**config.mk**
```make
export PLATFORM = sky130hd
export DESIGN_NAME = flv_tag_stream_splicer
export DESIGN_NICKNAME = d
export VERILOG_FILES = /design/src/flv_tss_pkg.sv /design/src/flv_tss_parser.sv /design/src/flv_tag_stream_splicer.sv
export VERILOG_INCLUDE_DIRS = /design/src /design/src/src
export SDC_FILE = /design/constraint.sdc
export NUM_CORES = 1
export LEC_CHECK = 0
export BUFFER_PORTS_ARGS = -buffer_cell sky130_fd_sc_hd__buf_2
export CAP_MARGIN = 40
export CORE_MARGIN = 4
export CORE_UTILIZATION = 45
export DETAILED_ROUTE_END_ITERATION = 16
export GPL_TIMING_DRIVEN = 0
export PLACE_DENSITY_LB_ADDON = 0.1
export SYNTH_ARGS = -nofsm -noshare
export SYNTH_HDL_FRONTEND = slang
export SYNTH_HIERARCHICAL = 1
export SYNTH_SLANG_ARGS = --single-unit
```
**constraint.sdc**
```tcl
create_clock -name clk -period 6.2 [get_ports clk]
set_input_delay 0.93 -clock clk [delete_from_list [all_inputs] [get_ports clk]]
set_output_delay 0.93 -clock clk [all_outputs]
set_load 0.005 [all_outputs]
```
**src/flv_tag_stream_splicer_assert.svh**
```systemverilog
`ifndef FLV_TAG_STREAM_SPLICER_ASSERT_SVH
`define FLV_TAG_STREAM_SPLICER_ASSERT_SVH

// check a property while out of reset
`define FLV_TSS_ASSERT(lbl, prop, msg) \
  lbl: assert property (@(posedge clk) disable iff (rst) prop) \
    else $error(msg);

// check a property that covers reset itself
`define FLV_TSS_ASSERT_RST(lbl, prop, msg) \
  lbl: assert property (@(posedge clk) prop) \
    else $error(msg);

`endif

```
**src/flv_tss_pkg.sv**
```systemverilog
package flv_tss_pkg;

  localparam int TAG_HDR_BYTES  = 15;
  localparam int FILE_HDR_BYTES = 9;

  localparam logic [3:0] HDR_LAST      = 4'(TAG_HDR_BYTES - 1);
  localparam logic [3:0] FILE_HDR_LAST = 4'(FILE_HDR_BYTES - 1);
  localparam logic [7:0] SCRIPT_TYPE   = 8'd18;

  localparam logic FUNC_BYTE = 1'b0;
  localparam logic FUNC_END  = 1'b1;

  localparam logic KIND_BYTE = 1'b0;
  localparam logic KIND_END  = 1'b1;

  localparam logic CFG_TS_OFFSET  = 1'b0;
  localparam logic CFG_FIRST_PREV = 1'b1;

  typedef enum logic [2:0] {
    PH_FILE_HDR,
    PH_SEEK_HDR,
    PH_SEEK_PAY,
    PH_SCRIPT_PAY,
    PH_EXTRA_HDR,
    PH_EXTRA_PAY,
    PH_EMIT_HDR,
    PH_EMIT_PAY
  } phase_t;

  typedef struct packed {
    logic        res;
    logic        hdr;
    logic        kind;
    logic        last;
    logic [7:0]  data;
    logic [31:0] size;
  } ev_t;

  function automatic phase_t after_payload(phase_t ph, logic fps_nz, logic [1:0] extra);
    phase_t r;
    unique case (ph)
      PH_SEEK_PAY:   r = PH_SEEK_HDR;
      PH_SCRIPT_PAY: r = fps_nz ? PH_EXTRA_HDR : PH_EMIT_HDR;
      PH_EXTRA_PAY:  r = (extra >= 2'd2) ? PH_EMIT_HDR : PH_EXTRA_HDR;
      default:       r = PH_EMIT_HDR;
    endcase
    return r;
  endfunction

endpackage

```
**src/flv_tss_parser.sv**
```systemverilog
module flv_tss_parser
  import flv_tss_pkg::*;
(
  input  logic        clk,
  input  logic        rst,
  input  logic        acc,
  input  logic        func,
  input  logic [7:0]  in_byte,
  input  logic [31:0] ts_offset,
  input  logic [31:0] first_prev,
  input  logic [3:0]  rd_idx,
  output ev_t         ev,
  output logic [7:0]  rd_byte
);

  phase_t      phase, phase_next;
  logic [7:0]  header_store [TAG_HDR_BYTES];
  logic [7:0]  hs_next [TAG_HDR_BYTES];
  logic [3:0]  byte_index, byte_index_next;
  logic [23:0] payload_left, payload_left_next;
  logic [1:0]  extra, extra_next;
  logic        emitted, emitted_next;

  assign rd_byte = header_store[rd_idx];

  always_ff @(posedge clk) begin
    if (rst) begin
      phase        <= PH_FILE_HDR;
      byte_index   <= '0;
      payload_left <= '0;
      extra        <= '0;
      emitted      <= 1'b0;
    end else begin
      phase        <= phase_next;
      byte_index   <= byte_index_next;
      payload_left <= payload_left_next;
      extra        <= extra_next;
      emitted      <= emitted_next;
    end
  end

  always_ff @(posedge clk) begin
    header_store <= hs_next;
  end

  always_comb begin
    logic [3:0]  idx;
    logic        full;
    logic [23:0] size_in;
    logic [23:0] pl_dec;
    logic [31:0] ts_sum;
    logic [1:0]  ex_upd;
    phase_t      pay_ph;
    phase_t      end_ph;
    logic        fps_nz;

    phase_next        = phase;
    byte_index_next   = byte_index;
    payload_left_next = payload_left;
    extra_next        = extra;
    emitted_next      = emitted;
    hs_next           = header_store;
    ev                = '0;

    idx     = (byte_index >= HDR_LAST + 4'd1) ? 4'd0 : byte_index;
    full    = (idx == HDR_LAST);
    size_in = {header_store[5], header_store[6], header_store[7]};
    ts_sum  = {header_store[11], header_store[8], header_store[9], header_store[10]}
              + ts_offset;
    fps_nz  = (first_prev != 32'd0);
    pl_dec  = (payload_left == 24'd0) ? 24'd0 : payload_left - 24'd1;
    ex_upd  = (extra < 2'd2) ? extra + 2'd1 : extra;
    pay_ph  = PH_SEEK_PAY;
    end_ph  = PH_EMIT_HDR;

    if (acc) begin
      if (func == FUNC_END) begin
        ev.res  = 1'b1;
        ev.kind = KIND_END;
        ev.last = 1'b1;
        ev.size = emitted ? {header_store[0], header_store[1], header_store[2],
                             header_store[3]} : 32'd0;
        phase_next        = PH_FILE_HDR;
        byte_index_next   = '0;
        payload_left_next = '0;
        extra_next        = '0;
        emitted_next      = 1'b0;
      end else begin
        unique case (phase)
          PH_FILE_HDR: begin
            if (byte_index >= FILE_HDR_LAST) begin
              byte_index_next = '0;
              phase_next      = PH_SEEK_HDR;
            end else begin
              byte_index_next = byte_index + 4'd1;
            end
          end
          PH_SEEK_HDR, PH_EXTRA_HDR, PH_EMIT_HDR: begin
            hs_next[idx]    = in_byte;
            byte_index_next = full ? 4'd0 : idx + 4'd1;
            if (full) begin
              unique case (phase)
                PH_SEEK_HDR:
                  pay_ph = (header_store[4] == SCRIPT_TYPE) ? PH_SCRIPT_PAY : PH_SEEK_PAY;
                PH_EXTRA_HDR: begin
                  pay_ph     = PH_EXTRA_PAY;
                  extra_next = ex_upd;
                end
                default: begin
                  pay_ph = PH_EMIT_PAY;
                  if (!emitted) begin
                    hs_next[0] = first_prev[31:24];
                    hs_next[1] = first_prev[23:16];
                    hs_next[2] = first_prev[15:8];
                    hs_next[3] = first_prev[7:0];
                  end
                  hs_next[8]   = ts_sum[23:16];
                  hs_next[9]   = ts_sum[15:8];
                  hs_next[10]  = ts_sum[7:0];
                  hs_next[11]  = ts_sum[31:24];
                  emitted_next = 1'b1;
                  ev.res  = 1'b1;
                  ev.hdr  = 1'b1;
                  ev.kind = KIND_BYTE;
                  ev.data = hs_next[0];
                end
              endcase
              payload_left_next = size_in;
              if (size_in == 24'd0) begin
                end_ph     = after_payload(pay_ph, fps_nz, extra_next);
                phase_next = end_ph;
                if (pay_ph == PH_SCRIPT_PAY && fps_nz) extra_next = '0;
              end else begin
                phase_next = pay_ph;
              end
            end
          end
          default: begin
            if (phase == PH_EMIT_PAY) begin
              ev.res  = 1'b1;
              ev.kind = KIND_BYTE;
              ev.last = 1'b1;
              ev.data = in_byte;
            end
            payload_left_next = pl_dec;
            if (pl_dec == 24'd0) begin
              end_ph     = after_payload(phase, fps_nz, extra);
              phase_next = end_ph;
              if (phase == PH_SCRIPT_PAY && fps_nz) extra_next = '0;
            end
          end
        endcase
      end
    end
  end

endmodule

```
**src/flv_tag_stream_splicer.sv**
```systemverilog
// channel   direction  handshake            payload
// input     in         in_valid / in_stall  func, in_byte
// output    out        out_valid/out_stall  out_kind, out_byte, final_size, run_last
// config    in         wr_en                wr_index, wr_data
//
// One input byte per cycle while in_stall is low, skipped and payload bytes alike.
// A byte that completes an emitted tag header yields 15 output bytes, one per
// cycle from the header store while out_stall is low; input stalls until the last is sent.
// Input also stalls while a result sits in the output register under out_stall.
// rst is synchronous and clears the parse state at once; an end marker returns
// the stream state to its reset values while the registers keep theirs.
`include "flv_tag_stream_splicer_assert.svh"

module flv_tag_stream_splicer
  import flv_tss_pkg::*;
(
  input  logic        clk,
  input  logic        rst,
  input  logic        wr_en,
  input  logic        wr_index,
  input  logic [31:0] wr_data,
  input  logic        in_valid,
  output logic        in_stall,
  input  logic        func,
  input  logic [7:0]  in_byte,
  output logic        out_valid,
  input  logic        out_stall,
  output logic        out_kind,
  output logic [7:0]  out_byte,
  output logic [31:0] final_size,
  output logic        run_last
);

  logic [31:0] ts_offset;
  logic [31:0] first_prev;
  logic        burst;
  logic [3:0]  bidx;
  logic        out_free;
  logic        in_acc;
  ev_t         ev;
  logic [7:0]  rd_byte;

  assign out_free = !out_valid || !out_stall;
  assign in_stall = burst || !out_free;
  assign in_acc   = in_valid && !in_stall;

  always_ff @(posedge clk) begin
    if (rst) begin
      ts_offset  <= '0;
      first_prev <= '0;
    end else if (wr_en) begin
      unique case (wr_index)
        CFG_TS_OFFSET:  ts_offset  <= wr_data;
        CFG_FIRST_PREV: first_prev <= wr_data;
        default:        ts_offset  <= ts_offset;
      endcase
    end
  end

  flv_tss_parser u_parser (
    .clk        (clk),
    .rst        (rst),
    .acc        (in_acc),
    .func       (func),
    .in_byte    (in_byte),
    .ts_offset  (ts_offset),
    .first_prev (first_prev),
    .rd_idx     (bidx),
    .ev         (ev),
    .rd_byte    (rd_byte)
  );

  always_ff @(posedge clk) begin
    if (rst) begin
      out_valid <= 1'b0;
      burst     <= 1'b0;
      bidx      <= '0;
    end else if (in_acc && ev.res) begin
      out_valid <= 1'b1;
      burst     <= ev.hdr;
      bidx      <= 4'd1;
    end else if (burst && out_free) begin
      out_valid <= 1'b1;
      bidx      <= bidx + 4'd1;
      if (bidx == HDR_LAST) burst <= 1'b0;
    end else if (out_valid && !out_stall) begin
      out_valid <= 1'b0;
    end
  end

  always_ff @(posedge clk) begin
    if (in_acc && ev.res) begin
      out_kind   <= ev.kind;
      out_byte   <= ev.data;
      final_size <= ev.size;
      run_last   <= ev.last;
    end else if (burst && out_free) begin
      out_kind   <= KIND_BYTE;
      out_byte   <= rd_byte;
      final_size <= '0;
      run_last   <= (bidx == HDR_LAST);
    end
  end

  `FLV_TSS_ASSERT(a_end_report, (in_acc && func == FUNC_END) |=> (out_valid && out_kind == KIND_END && run_last), "end marker gave no report")
  `FLV_TSS_ASSERT(a_burst_pending, burst |-> (out_valid && !run_last && out_kind == KIND_BYTE), "header burst without pending header byte")
  `FLV_TSS_ASSERT(a_burst_steps, (burst && !out_stall) |=> (out_valid && bidx == $past(bidx) + 4'd1), "header burst did not advance")
  `FLV_TSS_ASSERT(a_byte_size, (out_valid && out_kind == KIND_BYTE) |-> (final_size == 32'd0), "stream byte carries a size")
  `FLV_TSS_ASSERT_RST(a_reset_idle, rst |=> (!out_valid && !burst), "output not idle after reset")

endmodule
```
Yosys cells after proc, flatten, opt, wreduce, memory -nomap -nowiden
Index checks and enable logic that the tools add are counted.
{"block": "op_classes", "n_addsub": 6, "n_lt_le_gt_ge": 8, "eq_ne": 17, "n_mux": 88, "bitwise": 4, "n_reduce_logical": 40}
{"operator": "32-bit 2-to-1 mux", "n": 9}
{"operator": "120-bit bitwise mux", "n": 1}
{"operator": "24-bit logical NOT", "n": 3}
{"operator": "24-bit 2-to-1 mux", "n": 3}
{"operator": "8-bit 2-to-1 mux", "n": 8}
{"operator": "24-bit case mux with 2 select lines", "n": 1}
{"operator": "44-bit 2-to-1 mux", "n": 1}
{"operator": "3-bit 2-to-1 mux", "n": 11}
{"operator": "32-bit adder", "n": 1}
{"operator": "8-bit binary-select mux with 4-bit select", "n": 1}
{"operator": "8-bit demux with 4-bit select", "n": 1}
{"operator": "2-bit 2-to-1 mux", "n": 16}
{"operator": "32-bit nonzero test", "n": 1}
{"operator": "24-bit by 1-bit subtractor with 24-bit output, second input constant", "n": 1}
{"operator": "1-bit 2-to-1 mux", "n": 22}
{"operator": "3-bit case mux with 3 select lines", "n": 2}
{"operator": "4-bit 2-to-1 mux", "n": 4}
{"operator": "8-bit case mux with 2 select lines", "n": 1}
{"operator": "3-bit == test, second input constant", "n": 5}
{"operator": "4-bit by 1-bit adder with 4-bit output, second input constant", "n": 3}
{"operator": "3-bit by 2-bit == test with 1-bit output, second input constant", "n": 4}
{"operator": "3-bit case mux with 2 select lines", "n": 2}
{"operator": "3-bit nonzero test", "n": 4}
{"operator": "5-bit >= comparator, second input constant", "n": 2}
{"operator": "30 further kinds", "n": 56}
{"block": "word_totals", "register_bits": 266, "input_bits": 47, "output_inout_bits": 44}

Longest topological paths before layout
{"block": "logic_depth", "depth_word": 17, "depth_mapped": 14}

Modules after synthesis
The synthesis kept the hierarchy.
{"module": "flv_tss_parser", "instances": 1, "cells_each": 1104, "area_each_um2": 10635.2, "seq_area_each_um2": 4284.1}
{"module": "flv_tag_stream_splicer", "instances": 1, "cells_each": 411, "area_each_um2": 4112.7, "seq_area_each_um2": 2662.6}

Worst setup path before layout
OpenSTA, ideal clock, no wires.
{"block": "synth_path", "path_kind": "input-to-reg", "start": "input port out_stall", "end": "register u_parser/header_store[80] (netlist bit), enable pin", "setup_ps": 383, "arrival_time_ps": 4453, "required_time_ps": 5817, "slack_ps": 1364, "cell_stages": 10, "n_path_buf": 2, "cell_sequence": "a21oi_1 > clkbuf_1 > and2_1 > nand2b_1 > clkbuf_1 > nor2b_1 > o21ai_0 > inv_1 > nand2_1 > nor3_1"}
{"block": "synth_between", "elab_chain_cells": 7}
{"item": "start: declaration", "line_no": "flv_tag_stream_splicer.sv:27", "source": "input logic out_stall,"}
{"item": "1-bit logical NOT", "line_no": "flv_tag_stream_splicer.sv:43", "source": "assign out_free = !out_valid || !out_stall;"}
{"item": "1-bit logical OR", "line_no": "flv_tag_stream_splicer.sv:43"}
{"item": "1-bit logical NOT", "line_no": "flv_tag_stream_splicer.sv:44", "source": "assign in_stall = burst || !out_free;"}
{"item": "1-bit logical OR", "line_no": "flv_tag_stream_splicer.sv:44"}
{"item": "1-bit logical NOT", "line_no": "flv_tag_stream_splicer.sv:45", "source": "assign in_acc = in_valid && !in_stall;"}
{"item": "1-bit logical AND", "line_no": "flv_tag_stream_splicer.sv:45"}
{"item": "named net in_acc", "line_no": "flv_tag_stream_splicer.sv:39", "source": "logic in_acc;"}
{"item": "3-bit AND reduction (no source line)"}
{"item": "end signal: assignment", "line_no": "flv_tss_parser.sv:43", "source": "header_store <= hs_next;"}
{"item": "end: declaration", "line_no": "flv_tss_parser.sv:17", "source": "logic [7:0] header_store [TAG_HDR_BYTES];"}
The timed path passes the listed nets, and every way through them passes these cells.
A chain may end at the register's enable or synchronous reset.

==> metrics.txt <==
area occupied by multi-input gates=0.007271 sq mm; Sw Share=32.03%; area of placed instances=0.01585 sq mm; Fill cells=3,045; All-Layer GR Usage=24.54%; antenna viol nets, final=0; Core Area=0.03245 sq mm; period utilization=79.16%; number of hold buffers added after CTS=0; unrepaired setup endpoints after global routing=false; Synth Area in Simple Gates=17.48%; total power=5219 uW; maximum root-to-sink buffer count=3; Leak=0.006258 uW; VDD IR max=0.2061 mV; register bit total from synthesis=266; share of cells above drive strength 1=13.27%; Synth area leaders=edfxtp_1 33%, dfxtp_1 14%, nand2_1 5.7%, a21oi_1 5.3%, mux4_2 4.9%; initial core utilization=45.44%; Avg Cell Area, Syn=9.735 sq um; sequential element share of the synthesized area=47.10%; Final Wtd Congestion=0.9183; Skew-Pair Late Insertion Delay=570 ps; vias=12,150; Placement Setup Slack=1405 ps; vias per cell=5.761; worst setup margin=1292 ps; Synth cell types=71; Min-Delay Path Class=reg2reg; mux cell area share after synthesis=10.38%; top_reg_cell synth=edfxtp_1; DR WL/cell=21.43 um; Yosys top cell area share=32.99%; Setup CP Type=reg2reg; XOR/XNOR Fraction of Synth Area=2.791%; Req. time, crit path=6470 ps; DP HPWL=34,250 um; Die W=189.0 um; Pwr Density=310.2 mW/mm^2; die height=189.0 um; synthesized instance count=1,515; Root Driver=clkbuf_16; DRT Pass-1 Iters=7; Final Instance Area=0.01682 sq mm; Synth area leader=edfxtp_1; Compound-Gate Fraction of Synth Area=14.99%; CP Max Fanout=30; wirelength, routed=45,180 um; # Post-CTS Setup Buffers=0; fmax=0.2038 GHz; first-pass GRT wire length=68,330 um; Critical Path Source Type=flop; Inserted Clock Buffers=31; GRT overflow=0; Final Skew=14.02 ps; final slew viol count=0; initial antenna violation count=0; Sequential Power Share=38.2%; Gate power share=28.0%; status=finished, final reports clean; Clk pwr share=33.9%; Synth Cell Area=0.01475 sq mm; register-to-register setup slack=1290 ps; worst-margin pin slew=892.8 ps; std cell rows=66; time the worst path needs with I/O delays and setup=4908 ps; Ports=91; DR iter-0 viols=1,196; Synth-to-Final Area Change=14.07%; drc violations=0; ANT cells=0; Final Hold Fails=0; clock slew at reported path FFs=60 ps; Slew headroom=40.48%; Sw Pwr=1672 uW; ys async rst share=0%; Synth Net Count=1,604; Reg area=0.006947 sq mm; combinational family with the most area after synthesis=simple AND/OR/NAND/NOR gates; final setup vio count=0; pin count of the biggest net entering global routing=56; Post-CTS Resized=0; number of global-route vias before repair=11,400; DIE AREA=0.03573 sq mm; H-tree Lvls=1; CTS tree=done; Layout Nets=1,735; Synth Area in Adders=3.614%; Commonest cells post-synth=224 x nand2_1, 162 x edfxtp_1, 156 x a21oi_1, 120 x nor2_1, 104 x dfxtp_1; number of synthesized flops with an enable pin=162; IO Port Bufs=89; Cell Int Power=3547 uW; count leader, synth=nand2_1; setup TNS=0 ps; arrival time worst endpoint=5180 ps; Crit. End Element=flop; Warnings, synthesis=6; Max-Cap Viols=0; TritonCTS sink count=266
## layout by cell type (no fill, tap or decap), types with 16 or more instances in the layout
cell type / instances
o21ai_0: 80
mux2i_1: 64
clkbuf_1: 79
a21o_1: 16
buf_1: 17
a211oi_1: 21
and2_1: 38
dfxtp_1: 104
nor4_1: 24
nor3_1: 21
and3_1: 41
ha_1: 41
xnor2_1: 36
a22oi_1: 23
nand2_1: 223
mux4_2: 32
nor2_1: 120
buf_2: 100
inv_1: 27
clkbuf_16: 31
a21oi_1: 156
nand3_1: 17
edfxtp_1: 162
## final timing paths
check / startpoint / to / cells after the start
setup / recovery: u_parser/byte_index[0]$_SDFFE_PP0P_ / final_size[7]$_SDFFCE_PN0P_ / 15
hold / removal: ts_offset[10]$_SDFFE_PP0P_ / ts_offset[10]$_SDFFE_PP0P_ / 2
setup reg to reg: u_parser/byte_index[0]$_SDFFE_PP0P_ / final_size[7]$_SDFFCE_PN0P_ / 15
hold reg to reg: ts_offset[10]$_SDFFE_PP0P_ / ts_offset[10]$_SDFFE_PP0P_ / 2
## cell families after synthesis
logic type               Yosys count
multiplexers                     111
AO/OA/AOI/OAI                    367
XOR/XNOR                          47
flip-flops                       266
AND/OR/NAND/NOR                  546
adder cells (fa/ha/maj)           42
buffers and inverters            136
## worst max-delay path, stage by stage, from the launching register on
cell and delay [ps]:
dfxtp_1 330, clkbuf_1 230, inv_1 160, ha_1 150, clkbuf_1 360, nand2_1 300, nor2_1 560, clkbuf_1 560
nand2_1 420, a21boi_0 260, and2_1 140, clkbuf_2 200, nand2_1 100, buf_2 220, nand2_2 340, buf_12 240
## flip-flops by register name, summed over array words and instances (netlist names), 2 cells and up
signal                 cells
u_parser/phase             3
u_parser/header_store    120
first_prev                32
bidx                       4
out_byte                   8
ts_offset                 32
u_parser/payload_left     24
u_parser/extra             2
final_size                32
u_parser/byte_index        4
## power groups by stage
stage               combinational [uW]  clock, uW  sequential (uW)
finish                            1460       1770             1990
global route                      1630       1870             2000
CTS                               1440       1800             1990
detailed placement                1430          0             2030
global placement                  1410          0             2030
floorplan                         1110          0             2010
## final cells by class
type | instances | area share [%]
Multi-Input combinational cell | 1113 | 43.22
Sequential cell | 266 | 41.29
Clock buffer | 34 | 4.678
Tap cell | 442 | 3.287
Timing Repair Buffer | 98 | 3.257
Buffer | 108 | 2.573
Clock inverter | 19 | 1.056
Inverter | 28 | 0.6396
## metrics by stage
step,cells,utilization (%),hold WS (ps)
CTS,2107,51.80,464.4
global placement,2046,48.52,450.0
finish,2108,51.84,458.9
floorplan,1515,-,440.6
global route,2108,51.84,480.4
detailed placement,2054,48.83,454.3
## layer usage
layer	up-vias	GRT usage, %	routed length [um]
met5	-	1.099	61
met4	2	7.960	1642
met3	94	3.577	3773
met2	483	37.79	19780
met1	5781	35.77	19920
li1	5785	-	-
Power figures use the tool's default switching activity.
